File: src/hdl/iprf_ram.sv
// ----------------------------------------------------------------------------
// iprf_ram: generic single-port synchronous RAM
// One write or read per cycle, read data registered.
// ----------------------------------------------------------------------------
module iprf_ram #(
  parameter int Width = 8,
  parameter int Depth = 16
) (
  input  logic                     clk_i,
  input  logic                     we_i,
  input  logic [$clog2(Depth)-1:0] addr_i,
  input  logic [Width-1:0]         wdata_i,
  output logic [Width-1:0]         rdata_o
);
  logic [Width-1:0] mem_q [Depth];

  always_ff @(posedge clk_i) begin
    if (we_i) begin
      mem_q[addr_i] <= wdata_i;
    end
    rdata_o <= mem_q[addr_i];
  end
endmodule

File: config.mk
export PLATFORM = sky130hd
export DESIGN_NAME = iprf_ram
export DESIGN_NICKNAME = d
export VERILOG_FILES = /design/src/hdl/iprf_ram.sv
export SDC_FILE = /design/constraint.sdc
export NUM_CORES = 1
export LEC_CHECK = 0
export BUFFER_PORTS_ARGS = -buffer_cell sky130_fd_sc_hd__buf_2
export CAP_MARGIN = 0
export CORE_UTILIZATION = 27
export CTS_CLUSTER_DIAMETER = 40
export DETAILED_ROUTE_END_ITERATION = 6
export GPL_TIMING_DRIVEN = 0
export PLACE_DENSITY = 0.52
export SLEW_MARGIN = 20
export SYNTH_ARGS = -nofsm -noshare
export SYNTH_HDL_FRONTEND = slang
export SYNTH_SLANG_ARGS = --single-unit
export TNS_END_PERCENT = 10
File: constraint.sdc
create_clock -name clk_i -period 2.4 [get_ports clk_i]
set_input_delay 0.12 -clock clk_i [delete_from_list [all_inputs] [get_ports clk_i]]
set_output_delay 0.12 -clock clk_i [all_outputs]
set_load 0.02 [all_outputs]
==> impl_results.md <==
- Status: finished with violations
- Violations in the final reports: design-rule violations
- Mean area per synthesized cell: 22.0 um^2
- Critical Path RT: approximately 2.4 ns
- Headroom to the max-slew limit: 43.0%
- CTS tree: done
- Global placer's final weighted congestion: 0.710
- Yosys cell types: 18
- Overall Global Routing Usage: 12.1%
- Worst hold path type: primary input to flop
- Total congestion overflow after global routing: 0
- Clock latency at the later pin of the worst-skew pair: ~0.42 ns
- DP Area: around 5500 um^2
- Unrepaired setup endpoints after global routing: false
- Kind of end point of the critical path: flop
- Die area: 19,300 um^2
- Vias per inst: 4.59
- Total I/O pin count: 22
- Pins Over Slew Limit: 0
- Setup TNS after final layout: 0 ns
- Total iterations of the first detailed-routing run: 6
- Global-route wire length before repair: 15.9 mm
- Max frequency: 554 MHz
- Leakage power: 1.96 nW
- Total Nets Final: 282
- Category of the worst setup path launch point: primary input
- Worst-case clock buffer depth: 2
- Maximum vdd drop: ~570 uV
- Layout overhead on the synthesized area: 20.4%
- Ratio of final minimum period to clock period: 75.1%
- Post-Layout Inst Area: 6100 um^2
- Setup slack of the worst register-to-register path: 1.03 ns
- Count of routing violations after the opening detailed-route iteration: 147
- Effective utilization at floorplan: 27.9%
- Share of final-layout standard cells stronger than drive strength 1: 32.4%
- Hold Violations, Final: 0
- WL per Instance: roughly 21 um
- Final setup violation count: 0
- Mapped Area: 5070 um^2
- Area of the core: about 18,000 um^2
- Total power density per cell area: 933 nW/um^2
- Port-buffer cells: 19
- Endpoint of the worst register-to-register path: rdata_o[2]
- Synthesis-stage register bit count: 136
- Number of clock sinks: 136
- Data arrival, critical path: ~1.8 ns
- Final design utilization: ~34%
- Initial antenna violation count: 0
- Aggregate routed wire length: around 11 mm
- Register clock-pin slew on the reported worst setup and hold paths: 0.06 ns
- Clock skew: around 0.0063 ns
- Number of diodes: 0
- Number of maximum-capacitance constraint violations: 0
- Register area share after synthesis: 79.0%
- Final antenna-violating net count: 0
- Origin of the worst setup path: addr_i[1]
- Root buffer cell: clkbuf_16
- Largest net degree at the start of global routing: 17
- End of the critical path: mem_q[2][0]
- Post-route minimum period: 1.80 ns
- Number of clock buffers inserted by TritonCTS: 17
- Filler Cells Inserted: 1,703
- Beginning of the worst register-to-register path: mem_q[4][2]
- Post-Syn Nets: 244
- Overall via count from detail_route: 2,342
- Buffers inserted by post-CTS timing repair: 0
- Critical path class: primary input to flop
- Number of cell rows: 49
- DIE HEIGHT: 139 um
- Number of instances in the synthesized netlist: 230
- Die boundary width: 139 um
- R2R cell count: 3
- Post-CTS Hold Buffers: 0
- Warnings, synthesis: 0
- Via count of the first global-routing pass: 2,534
- Critical path peak fanout: 10
- CTS-repair resized insts: 0
- Final HPWL from detailed placement: 6.81 mm
- H-tree depth: 4
- DRC Markers: 3
- Transition time at the pin with the least slew margin: 0.852 ns
layout make-up:
type                            count  area (um^2)  share of cell area (%)
Sequential cell                   136         4000                    65.6
Multi-Input combinational cell     83         1020                    16.8
Clock buffer                       23          488                    8.00
Tap cell                          229          287                    4.70
Clock inverter                      9          145                    2.38
Timing Repair Buffer               19         95.1                    1.56
Buffer                             11         60.1                   0.984
where the power goes:
part | leakage (nW) | internal (W) | switching, W
clock | 0.317 | 0.00184 | 0.000910
combinational | 0.422 | 0.000101 | 0.000173
sequential | 1.22 | 0.00266 | 0.0000116
metal layers:
metal	global-route usage, %	routed length [um]	vias to the layer above
met3	3.63	710	19
met4	5.85	170	0
met5	0	0	-
li1	-	-	1040
met2	18.7	5080	59
met1	15.5	4590	1224
layout by cell type (no fill, tap or decap), types with 2 or more instances in the layout:
cell type and n:
a22oi_1 16, buf_1 4, buf_2 21, buf_6 2
bufinv_16 4, clkbuf_1 4, clkbuf_16 17, clkbuf_8 4
clkinv_2 5, dfxtp_1 8, edfxtp_1 128, mux4_2 32
nand2_1 9, nand2b_1 2, nand3b_1 2, nor2_1 13
nor2b_1 2, nor3_2 4
critical path, cell delays in order:
cell and delay, ns:
buf_2 0.26, buf_1 0.52, nand2b_1 0.24, nor2_1 0.70
logic make-up (layout without fill, tap and decap cells):
kind of cell / after synthesis / count (layout) / synth area share [%]
muxes: 32 / 32 / 14.2
AOI/OAI and AO/OA: 16 / 16 / 2.37
buffers and inverters: 11 / 62 / 1.19
and+or+nand+nor: 35 / 35 / 3.21
DFF: 136 / 136 / 79.0
state kept, by name, summed over array words and instances (netlist names):
signal,flops
mem_q,128
rdata_o,8
metrics by stage:
stage | setup WS, ns | total power, W | cells | hold WS (ns)
floorplan | 0.787 | 0.00287 | 230 | 0.219
CTS | 0.535 | 0.00575 | 510 | 0.0939
finish | 0.596 | 0.00569 | 510 | 0.108
global placement | 0.105 | 0.00299 | 478 | 0.534
global route | 0.446 | 0.00586 | 510 | 0.109
detailed placement | 0.111 | 0.00300 | 478 | 0.537
synth_stat cells, drive strengths merged:
cell / n / area [um^2]
nand3: 1 / 5.00
buf: 8 / 47.5
nor3: 4 / 20.0
nand3b: 2 / 15.0
a22oi: 16 / 120
nor2b: 2 / 12.5
nor2: 13 / 48.8
dfxtp: 8 / 160
and2: 1 / 6.26
clkbuf: 3 / 12.5
or3b: 1 / 8.76
nand2: 9 / 33.8
mux4: 32 / 721
edfxtp: 128 / 3840
nand2b: 2 / 12.5
worst min-delay path by stage:
stage	startpoint	end	slack, ns	depth (start not counted)
CTS	wdata_i[1]	mem_q[0][1]	0.09	1
finish	wdata_i[0]	mem_q[8][0]	0.11	1
floorplan	wdata_i[0]	mem_q[0][0]	0.22	0
global placement	wdata_i[4]	mem_q[6][4]	0.53	1
detailed placement	rdata_o[5]	rdata_o[5]	0.54	1
global route	wdata_i[4]	mem_q[6][4]	0.11	1
No activity file was read; power rests on OpenSTA's default activity.
