### config.mk
export PLATFORM = sky130hd
export DESIGN_NAME = iprf_match
export DESIGN_NICKNAME = d
export VERILOG_FILES = /design/src/hdl/iprf_pkg.sv /design/src/hdl/iprf_match.sv
export SDC_FILE = /design/constraint.sdc
export NUM_CORES = 1
export LEC_CHECK = 0
export ABC_AREA = 1
export CAP_MARGIN = 20
export CORE_AREA = 5 5 188 190
export DETAILED_ROUTE_END_ITERATION = 6
export DIE_AREA = 0 0 193 195
export DONT_BUFFER_PORTS = 1
export PLACE_DENSITY_LB_ADDON = 0.12
export SYNTH_ARGS = -nofsm -noshare
export SYNTH_HDL_FRONTEND = slang
export SYNTH_SLANG_ARGS = --single-unit
### constraint.sdc
create_clock -name vclk -period 2.7
set_input_delay 0 -clock vclk [all_inputs]
set_output_delay 0 -clock vclk [all_outputs]
set_load 0.02 [all_outputs]
### src/hdl/iprf_pkg.sv
// ----------------------------------------------------------------------------
// iprf_pkg: shared types and constants for the packet rule filter
// Holds field widths, payload structs, mode and action codes, match helpers.
// ----------------------------------------------------------------------------
package iprf_pkg;

  localparam int MaxRules   = 64;
  localparam int SlotW      = $clog2(MaxRules);
  localparam int RuleIdxW   = SlotW + 1;
  localparam int RuleWords  = 4;
  localparam int StoreDepth = 2 * MaxRules * RuleWords;
  localparam int StoreAw    = $clog2(StoreDepth);
  localparam int CntDepth   = 2 * MaxRules;
  localparam int CfgIdxW    = 2;
  localparam int CfgDataW   = 7;

  localparam logic [CfgIdxW-1:0] CfgEnable = 2'd0;
  localparam logic [CfgIdxW-1:0] CfgInCnt  = 2'd1;
  localparam logic [CfgIdxW-1:0] CfgOutCnt = 2'd2;

  localparam logic [7:0] ProtoTcp  = 8'd6;
  localparam logic [7:0] ProtoUdp  = 8'd17;
  localparam logic [7:0] ProtoIcmp = 8'd1;

  // word 3 of a rule carries action, ops and flags
  localparam logic [1:0] WordCtrl   = 2'd3;
  // no global counter sits at this index
  localparam logic [1:0] GlobNone   = 2'd3;
  localparam logic [1:0] KindTcpUdp = 2'd1;

  typedef enum logic [1:0] {
    ModeWrite = 2'd0,
    ModeCheck = 2'd1,
    ModeRdRule = 2'd2,
    ModeRdGlob = 2'd3
  } mode_e;

  typedef enum logic [1:0] {
    ActPass  = 2'd0,
    ActBlock = 2'd1,
    ActLog   = 2'd2,
    ActCount = 2'd3
  } act_e;

  typedef enum logic [3:0] {
    OpNone = 4'd0, OpEq = 4'd1, OpNe = 4'd2, OpLt = 4'd3, OpGt = 4'd4,
    OpLe = 4'd5, OpGe = 4'd6, OpIn = 4'd7, OpRange = 4'd8
  } port_op_e;

  typedef enum logic [3:0] {
    StClear, StIdle, StRd0, StRd1, StRd2, StRd3, StWait, StEval,
    StCntRd, StCntWait, StCntWr, StNext, StOut
  } state_e;

  typedef struct packed {
    logic [1:0]  mode;
    logic [8:0]  rule_word_addr;
    logic [63:0] rule_word;
    logic        direction;
    logic [3:0]  iface_id;
    logic [7:0]  ip_proto;
    logic [31:0] ip_src;
    logic [31:0] ip_dst;
    logic [31:0] port_pair;
    logic [23:0] l4_fields;
    logic [5:0]  header_status;
    logic [15:0] packet_length;
  } in_item_t;

  typedef struct packed {
    logic        verdict;
    logic        log_match;
    logic [31:0] count_value;
    logic [47:0] byte_value;
  } out_item_t;

  function automatic logic port_ok(input logic [15:0] p, input logic [3:0] op,
                                   input logic [15:0] lo, input logic [15:0] hi);
    logic r;
    case (op)
      OpNone:  r = 1'b1;
      OpEq:    r = (p == lo);
      OpNe:    r = (p != lo);
      OpLt:    r = (p < lo);
      OpGt:    r = (p > lo);
      OpLe:    r = (p <= lo);
      OpGe:    r = (p >= lo);
      OpIn:    r = (p > lo) && (p < hi);
      OpRange: r = (p >= lo) && (p <= hi);
      default: r = 1'b0;
    endcase
    return r;
  endfunction

  function automatic logic addr_ok(input logic [63:0] w, input logic [31:0] a,
                                   input logic neg);
    logic m;
    m = ((a & w[63:32]) == (w[31:0] & w[63:32]));
    if (w == 64'd0) return 1'b1;
    return neg ? ~m : m;
  endfunction

endpackage

### src/hdl/iprf_match.sv
// ----------------------------------------------------------------------------
// iprf_match: rule match logic
// Tests one assembled rule (four words) against the packet fields.
// ----------------------------------------------------------------------------
module iprf_match
  import iprf_pkg::*;
(
  input  in_item_t    pkt_i,
  input  logic [63:0] w0_i,
  input  logic [63:0] w1_i,
  input  logic [63:0] w2_i,
  input  logic [63:0] w3_i,
  output logic        match_o
);
  logic        tcpudp;
  logic [15:0] sp, dp;
  logic [7:0]  pr;
  logic [5:0]  hs;
  logic [3:0]  rif, sop, dop;
  logic [1:0]  kind;
  logic [7:0]  fm;

  always_comb begin
    pr     = pkt_i.ip_proto;
    hs     = pkt_i.header_status;
    tcpudp = (pr == ProtoTcp) || (pr == ProtoUdp);
    sp     = (tcpudp && hs[1]) ? pkt_i.port_pair[31:16] : 16'd0;
    dp     = (tcpudp && hs[1]) ? pkt_i.port_pair[15:0] : 16'd0;
    rif    = w3_i[5:2];
    kind   = w3_i[7:6];
    sop    = w3_i[21:18];
    dop    = w3_i[25:22];
    fm     = w3_i[33:26];
    match_o = 1'b1;
    if (rif != 4'd0 && rif != pkt_i.iface_id) match_o = 1'b0;
    if (kind == KindTcpUdp && !tcpudp) match_o = 1'b0;
    if (kind[1] && w3_i[15:8] != pr) match_o = 1'b0;
    if (!addr_ok(w0_i, pkt_i.ip_src, w3_i[16])) match_o = 1'b0;
    if (!addr_ok(w1_i, pkt_i.ip_dst, w3_i[17])) match_o = 1'b0;
    if (sop != OpNone && (!tcpudp || !port_ok(sp, sop, w2_i[15:0], w2_i[31:16])))
      match_o = 1'b0;
    if (dop != OpNone && (!tcpudp || !port_ok(dp, dop, w2_i[47:32], w2_i[63:48])))
      match_o = 1'b0;
    if (fm != 8'd0) begin
      if (pr != ProtoTcp || !hs[2]) match_o = 1'b0;
      if ((pkt_i.l4_fields[23:16] & fm) != w3_i[41:34]) match_o = 1'b0;
    end
    if (w3_i[42]) begin
      if (pr != ProtoIcmp || !hs[3]) match_o = 1'b0;
      if (pkt_i.l4_fields[15:8] != w3_i[50:43]) match_o = 1'b0;
      if (w3_i[51] && pkt_i.l4_fields[7:0] != w3_i[59:52]) match_o = 1'b0;
    end
    if (w3_i[60] && tcpudp && hs[4]) match_o = 1'b0;
    if (w3_i[61] && !hs[5]) match_o = 1'b0;
  end
endmodule
==> results of run 1 <==
[timing repair]
action | 4_1_cts | 5_1_grt
hold buffers | 0 | 0
endpoints found under the setup margin | 1 | 1
hold endpoints to repair | 0 | 0
gates resized for setup | 6 | 72
buffers inserted | 1 | 5
pin swaps | 2 | 28
gates cloned | 0 | 2
[cells by family after synthesis]
kind of cell             synth area share
AND/OR/NAND/NOR                     0.435
buffers and inverters               0.131
AO/OA/AOI/OAI                       0.192
adder cells (fa/ha/maj)             0.188
XOR/XNOR                           0.0531
[through the flow]
stage / worst slack [ns] / setup TNS, ns / instances
3_5_place_dp: -0.195 / -0.195 / 1234
3_3_place_gp: -0.253 / -0.253 / 1234
5_1_grt: -0.121 / -0.121 / 1242
6_report: 0.190 / 0 / 1242
4_1_cts: 0.00309 / 0 / 1235
2_1_floorplan: 0.395 / 0 / 761
[final cells by class]
| class | instances | area share |
|---|---|---|
| Timing Repair Buffer | 36 | 0.0609 |
| Tap cell | 448 | 0.106 |
| Inverter | 141 | 0.110 |
| Multi-Input combinational cell | 617 | 0.723 |
[cell usage after synthesis (4+ instances only)]
cell,instances
sky130_fd_sc_hd__nand2_1,162
sky130_fd_sc_hd__nor3_1,8
sky130_fd_sc_hd__nor4_1,51
sky130_fd_sc_hd__nor2_2,4
sky130_fd_sc_hd__o21ai_1,4
sky130_fd_sc_hd__a21oi_1,48
sky130_fd_sc_hd__xnor2_1,7
sky130_fd_sc_hd__nand4_1,24
sky130_fd_sc_hd__inv_1,138
sky130_fd_sc_hd__o22ai_1,15
sky130_fd_sc_hd__nor2_1,101
sky130_fd_sc_hd__nand3_1,25
sky130_fd_sc_hd__o21ai_0,39
sky130_fd_sc_hd__ha_1,62
sky130_fd_sc_hd__xor2_1,18
sky130_fd_sc_hd__nand2_2,6
[report_power, final]
group / internal, W / switching, W
registers: 0 / 0
clock network: 0 / 0
logic: 0.000167 / 0.000200
[worst paths after layout]
kind / slack [ns] / cells past startpoint / end / start
max: 0.19 / 23 / match_o / pkt_i[144]
min: 0.29 / 4 / match_o / w3_i[21]
[metal layers]
metal  routed length (um)  track usage  up-vias
met5                    0            0        -
met4                    0     0.000262        0
met3                 2970       0.0413        0
met2                12200        0.213      273
met1                 8220        0.111     2223
li1                     -            -     2648
==> impl_summary.log, run 1 <==
[metrics] worst hold slack: just under 0.3 ns
[metrics] Max Freq: 398 MHz
[metrics] area of the multi-input gates: 3820 um^2
[metrics] wire length of the first global-routing pass: between 30000 and 40000 um
[metrics] Buffers on Ports: 0
[metrics] commonest non-fill, non-tap cells in the layout: sky130_fd_sc_hd__nand2_1, sky130_fd_sc_hd__inv_1, sky130_fd_sc_hd__nor2_1, sky130_fd_sc_hd__ha_1, sky130_fd_sc_hd__nor4_1
[metrics] post-synthesis cell type count: 45
[metrics] largest area contributor in the synthesized netlist: sky130_fd_sc_hd__ha_1
[metrics] die extent in y: around 200 um
[metrics] total global routing overflow: 0
[metrics] Top-Level Pins: 487
[metrics] Synthesis Warnings: 0
[metrics] post-detailed-route count of antenna-violating nets: 0
[metrics] final worst-path cycle share: 0.930
[metrics] slew of the pin with the lowest slew margin: approximately 0.50 ns
[metrics] # diodes: 0
[metrics] fill cell total of the finished layout: ~4000
[metrics] endpoint arrival time on the critical path: roughly 2.5 ns
[metrics] most common cell after layout, fill and taps aside: sky130_fd_sc_hd__nand2_1
[metrics] # Max-Cap Violations: 0
[metrics] pin count of the biggest net entering global routing: 29
[metrics] type of element launching the critical path: input pin
[metrics] tightest slew margin relative to the limit: 0.661
[metrics] largest fanout on the critical path: 7
[metrics] setup repair after global routing missed its margin: yes
[metrics] Final Max Tran Viols: 0
[metrics] worst setup path class: in2out
[metrics] HPWL after detailed placement: approximately 22000 um
[metrics] total routed wirelength: approximately 23000 um
[metrics] fraction of final layout cells sized beyond drive strength 1: 0.134
[metrics] RePlAce Congestion: 0.826
[metrics] storage element area: 0 um^2
[metrics] Die X: just under 200 um
[metrics] number of antenna violations at the first check in global routing: 0
[metrics] routed vias/inst: roughly 4.1
[metrics] count of buffer and inverter cells on the critical path: 2
[metrics] critical path capture point type: output pin
[metrics] hold violation count in the final report: 0
[metrics] number of nets produced by synthesis: about 1300
[metrics] status: complete, no violations
[metrics] total global routing track utilization: 0.107
[metrics] Row Count: 67
[metrics] average footprint of a synthesized cell: between 5 and 6 um^2
[metrics] final core occ: 0.159
[metrics] signed area change from the synthesized netlist to the final layout: 28.0%
[metrics] post-route standard cell area excluding fillers: approximately 5300 um^2
[metrics] clock tree buffer count of the final layout: 0
[metrics] fraction of the yosys area taken by sequential cells: 0
[metrics] number of global-route vias before repair: approximately 5300
[metrics] placed standard-cell area: between 4000 and 5000 um^2
[metrics] Vias: 5144
[metrics] family of cells with the greatest summed delay on the critical path: simple AND/OR/NAND/NOR gates
[metrics] wire length per cell after detailed routing: 18.8 um
[metrics] overall power: around 0.00037 W
[metrics] maximum cell stage delay along the critical path: between 0.3 and 0.4 ns
[metrics] minimum clock period after layout: roughly 2.5 ns
[metrics] area of the mapped netlist: 4120 um^2
[metrics] static power due to leakage: 2.57 nW
[metrics] net count of the finished layout: 1344
[metrics] area share of the largest cell type after synthesis: 0.188
[metrics] die area: between 30000 and 40000 um^2
[metrics] effective utilization at floorplan: 0.124
[metrics] core region area: between 30000 and 40000 um^2
[metrics] Initial DRT Pass Iterations: 4
[metrics] count of mapped cells out of synthesis: 761
[metrics] Power Dens Cells: ~70 nW/um^2
[metrics] largest cells by area after synthesis: sky130_fd_sc_hd__ha_1, sky130_fd_sc_hd__nand2_1, sky130_fd_sc_hd__inv_1
[metrics] cell-by-cell trace of the critical path: nand2_1, nor2_4, nand2_2, nand2_4, nand2_8, buf_12, nor2_4, ha_4, a21o_1, nand3_2, a21oi_2, nor4_2, nand2_2, nand2_2, nor2_1, o21ai_1, nand2_1, nand3_2, nand2_1, nand2_1, nand2_2, a21oi_2, buf_6
[metrics] critical path's slowest cell: sky130_fd_sc_hd__nor4_2
[metrics] sequential cell count: 0
[metrics] remaining design rule violation count: 0
[metrics] classification of the worst-slack hold path: in2out
[metrics] VDD IR max: 0.0164 mV
[metrics] count of final setup violators: 0
[metrics] CP Data Required Time: 2.70 ns
[metrics] First DRT Iteration DRCs: roughly 230
No activity file was read; power rests on OpenSTA's default activity.
==> run 2, diff against run 1 <==
ABC_AREA = unset   (was 1)
==> run 2 against run 1 <==
Compared with the run above: the run now ends with negative setup slack left; area after synthesis decreased by 5.3%; sequential share of layout area stayed put; synthesized cell count down 28%; routed wire length shrank 4.2%; count of clock-buffer cells in the layout did not move; flip-flop and latch count did not move; critical path depth shrank 9; utilization fell by 0.39 points; power down 1.6%; first-iteration DRC count shrank 38%; highest routed layer is now met5.
==> impl_summary.log, run 2 <==
[metrics] dominant cell by count in the synthesized netlist: sky130_fd_sc_hd__xor2_1
[metrics] effective utilization at floorplan: 0.117
[metrics] placed standard-cell area: about 5000 um^2
[metrics] number of nets produced by synthesis: 1097
[metrics] remaining design rule violation count: 0
[metrics] sequential cell count: 0
[metrics] area of the mapped netlist: between 3000 and 4000 um^2
[metrics] commonest non-fill, non-tap cells in the layout: sky130_fd_sc_hd__xor2_1, sky130_fd_sc_hd__inv_1, sky130_fd_sc_hd__ha_1, sky130_fd_sc_hd__buf_4, sky130_fd_sc_hd__nor4_1
[metrics] hold-critical path endpoint: match_o
[metrics] launch point of the worst hold path: w3_i[25]
[metrics] wire length per cell after detailed routing: ~21 um
[metrics] static power due to leakage: 2.16 nW
[metrics] final std cells w/o fill: approximately 1100
[metrics] CP Data Required Time: 2.70 ns
[metrics] largest cells by area after synthesis: sky130_fd_sc_hd__ha_1, sky130_fd_sc_hd__xor2_1, sky130_fd_sc_hd__nor4_1
[metrics] Row Count: between 60 and 70
[metrics] number of cells after detailed placement: approximately 1000
[metrics] RePlAce Congestion: approximately 0.83
[metrics] Worst Hold Depth: 4
[metrics] number of global-route vias before repair: 4894
[metrics] fraction of final layout cells sized beyond drive strength 1: 0.166
[metrics] Max Freq: slightly above 300 MHz
[metrics] HPWL after detailed placement: about 21000 um
[metrics] core region area: about 33000 um^2
[metrics] classification of the worst-slack hold path: in2out
[metrics] total global routing track utilization: 0.109
[metrics] area share of the largest cell type after synthesis: 0.199
[metrics] Setup WS pre-CTS: -0.694 ns
[metrics] setup repair after global routing missed its margin: yes
[metrics] First DRT Iteration DRCs: 140
[metrics] total global routing overflow: 0
[metrics] hold violation count in the final report: 0
[metrics] Die X: about 190 um
[metrics] Buffers on Ports: 0
[metrics] Synthesis Warnings: 0
[metrics] most numerous cell on the critical path: sky130_fd_sc_hd__a211o_1
[metrics] # Max-Cap Violations: 0
[metrics] minimum clock period after layout: around 3.2 ns
[metrics] die area: around 38000 um^2
[metrics] Vias: 4405
[metrics] Initial DRT Pass Iterations: 4
[metrics] maximum cell stage delay along the critical path: 0.53 ns
[metrics] die extent in y: between 150 and 200 um
[metrics] largest area contributor in the synthesized netlist: sky130_fd_sc_hd__ha_1
[metrics] wire length of the first global-routing pass: 30900 um
[metrics] VDD IR max: around 0.022 mV
[metrics] fill cell total of the finished layout: between 3000 and 4000
[metrics] pin count of the biggest net entering global routing: 13
[metrics] tightest slew margin relative to the limit: 0.529
[metrics] routed vias/inst: between 4 and 5
[metrics] status: finished, violations left
[metrics] average footprint of a synthesized cell: 7.11 um^2
[metrics] critical path's slowest cell: sky130_fd_sc_hd__or4bb_1
[metrics] least setup slack across all paths after layout: -0.518 ns
[metrics] net count of the finished layout: between 1000 and 1500
[metrics] post-route standard cell area excluding fillers: roughly 5000 um^2
[metrics] clock tree buffer count of the final layout: 0
[metrics] Final Max Tran Viols: 0
[metrics] critical path capture point type: output pin
[metrics] count of mapped cells out of synthesis: around 550
[metrics] storage element area: 0 um^2
[metrics] cell-by-cell trace of the critical path: or4bb_1, a21o_4, nor2_4, buf_12, and2_1, ha_1, a211o_1, o31ai_2, buf_4, a21oi_1, a211o_1, a221o_1, o311a_1, buf_6
[metrics] # diodes: 0
[metrics] endpoint arrival time on the critical path: ~3.2 ns
[metrics] violations in the final reports: negative setup slack
[metrics] cts-stage hold buffer count: 0
[metrics] final worst-path cycle share: 1.19
[metrics] worst setup path class: in2out
[metrics] Fin Setup TNS: -0.518 ns
[metrics] number of antenna violations at the first check in global routing: 6
[metrics] fraction of the yosys area taken by sequential cells: 0
[metrics] post-detailed-route count of antenna-violating nets: 0
[metrics] signed area change from the synthesized netlist to the final layout: 31.8%
[metrics] count of final setup violators: 1
[metrics] total routed wirelength: 22400 um
[metrics] most common cell after layout, fill and taps aside: sky130_fd_sc_hd__xor2_1
[metrics] slew of the pin with the lowest slew margin: around 0.70 ns
[metrics] largest fanout on the critical path: 7
[metrics] type of element launching the critical path: input pin
[metrics] Power Dens Cells: about 70 nW/um^2
[metrics] most used standard cells in the synthesized netlist: sky130_fd_sc_hd__xor2_1, sky130_fd_sc_hd__inv_1, sky130_fd_sc_hd__ha_1
[metrics] Top-Level Pins: ~490
[metrics] post-synthesis cell type count: between 50 and 60
## run 2: cell types whose count changed after synthesis, moves of 6 or more
cell	delta
sky130_fd_sc_hd__and2_1	+30
sky130_fd_sc_hd__nor2_1	-92
sky130_fd_sc_hd__xor2_1	+68
sky130_fd_sc_hd__a22oi_1	+32
sky130_fd_sc_hd__inv_1	-67
sky130_fd_sc_hd__a21oi_1	-20
sky130_fd_sc_hd__o22ai_1	-14
sky130_fd_sc_hd__nand3_1	-15
sky130_fd_sc_hd__xnor2_1	+7
sky130_fd_sc_hd__nand2_2	-6
sky130_fd_sc_hd__nand2_1	-127
sky130_fd_sc_hd__nor4_1	-8
sky130_fd_sc_hd__o21ai_0	-25
## run 2: metrics by stage
stage | hold WS [ns] | total power (W) | utilization
after detailed placement | 0.461 | 0.000362 | 0.152
after global placement | 0.470 | 0.000370 | 0.152
after CTS | 0.464 | 0.000368 | 0.154
after floorplan | 0.304 | 0.000263 | -
final | 0.475 | 0.000362 | 0.155
after global routing | 0.494 | 0.000408 | 0.155
## run 2: routing by layer
metal	GRT usage	vias up	part of all wire
li1	-	2146	-
met1	0.124	1992	0.37
met2	0.190	222	0.48
met3	0.0420	35	0.11
met4	0.0273	10	0.032
met5	0	-	0.0019
## run 2: worst max path at each step
stage               start      end  slack (ns)
4_1_cts        pkt_i[146]  match_o       -0.59
2_1_floorplan  pkt_i[146]  match_o       -0.21
3_3_place_gp   pkt_i[146]  match_o       -0.70
3_5_place_dp   pkt_i[146]  match_o       -0.69
6_report       pkt_i[143]  match_o       -0.52
5_1_grt        pkt_i[146]  match_o       -0.68
## run 2: power by group
group / internal [W] / switching [W] / leakage (nW) / total (W)
logic: 0.000186 / 0.000176 / 2.16 / 0.000362
clock network: 0 / 0 / 0 / 0
registers: 0 / 0 / 0 / 0
total: 0.000186 / 0.000176 / 2.16 / 0.000362
## run 2: kinds of logic (layout without fill, tap and decap cells)
logic type,after synthesis,count (layout),synth area share
adders and majority gates,64,64,0.205
buffers and inverters,75,128,0.0721
and+or+nand+nor,193,193,0.289
xor gates and xnor gates,100,100,0.224
muxes,2,2,0.00513
AOI/OAI and AO/OA,115,115,0.205
## run 2: final cells by class
class	count	area [um^2]	area share
multi-input cells	474	3850	0.749
inverters	71	267	0.0518
repair buffers	57	464	0.0902
well taps	448	561	0.109
## run 2: timing repair
item / 4_1_cts / 5_1_grt
pin swaps: 3 / 8
endpoints found under the setup margin: 1 / 1
gates resized for setup: 8 / 14
gates cloned: 1 / 0
setup buffers: 1 / 0
## run 2: worst max-delay path, delay by kind of cell
| family | cells | cell delay (ns) |
|---|---|---|
| AOI/OAI and AO/OA | 7 | 1.63 |
| adders and majority gates | 1 | 0.25 |
| buffers and inverters | 3 | 0.44 |
| and+or+nand+nor | 3 | 0.89 |
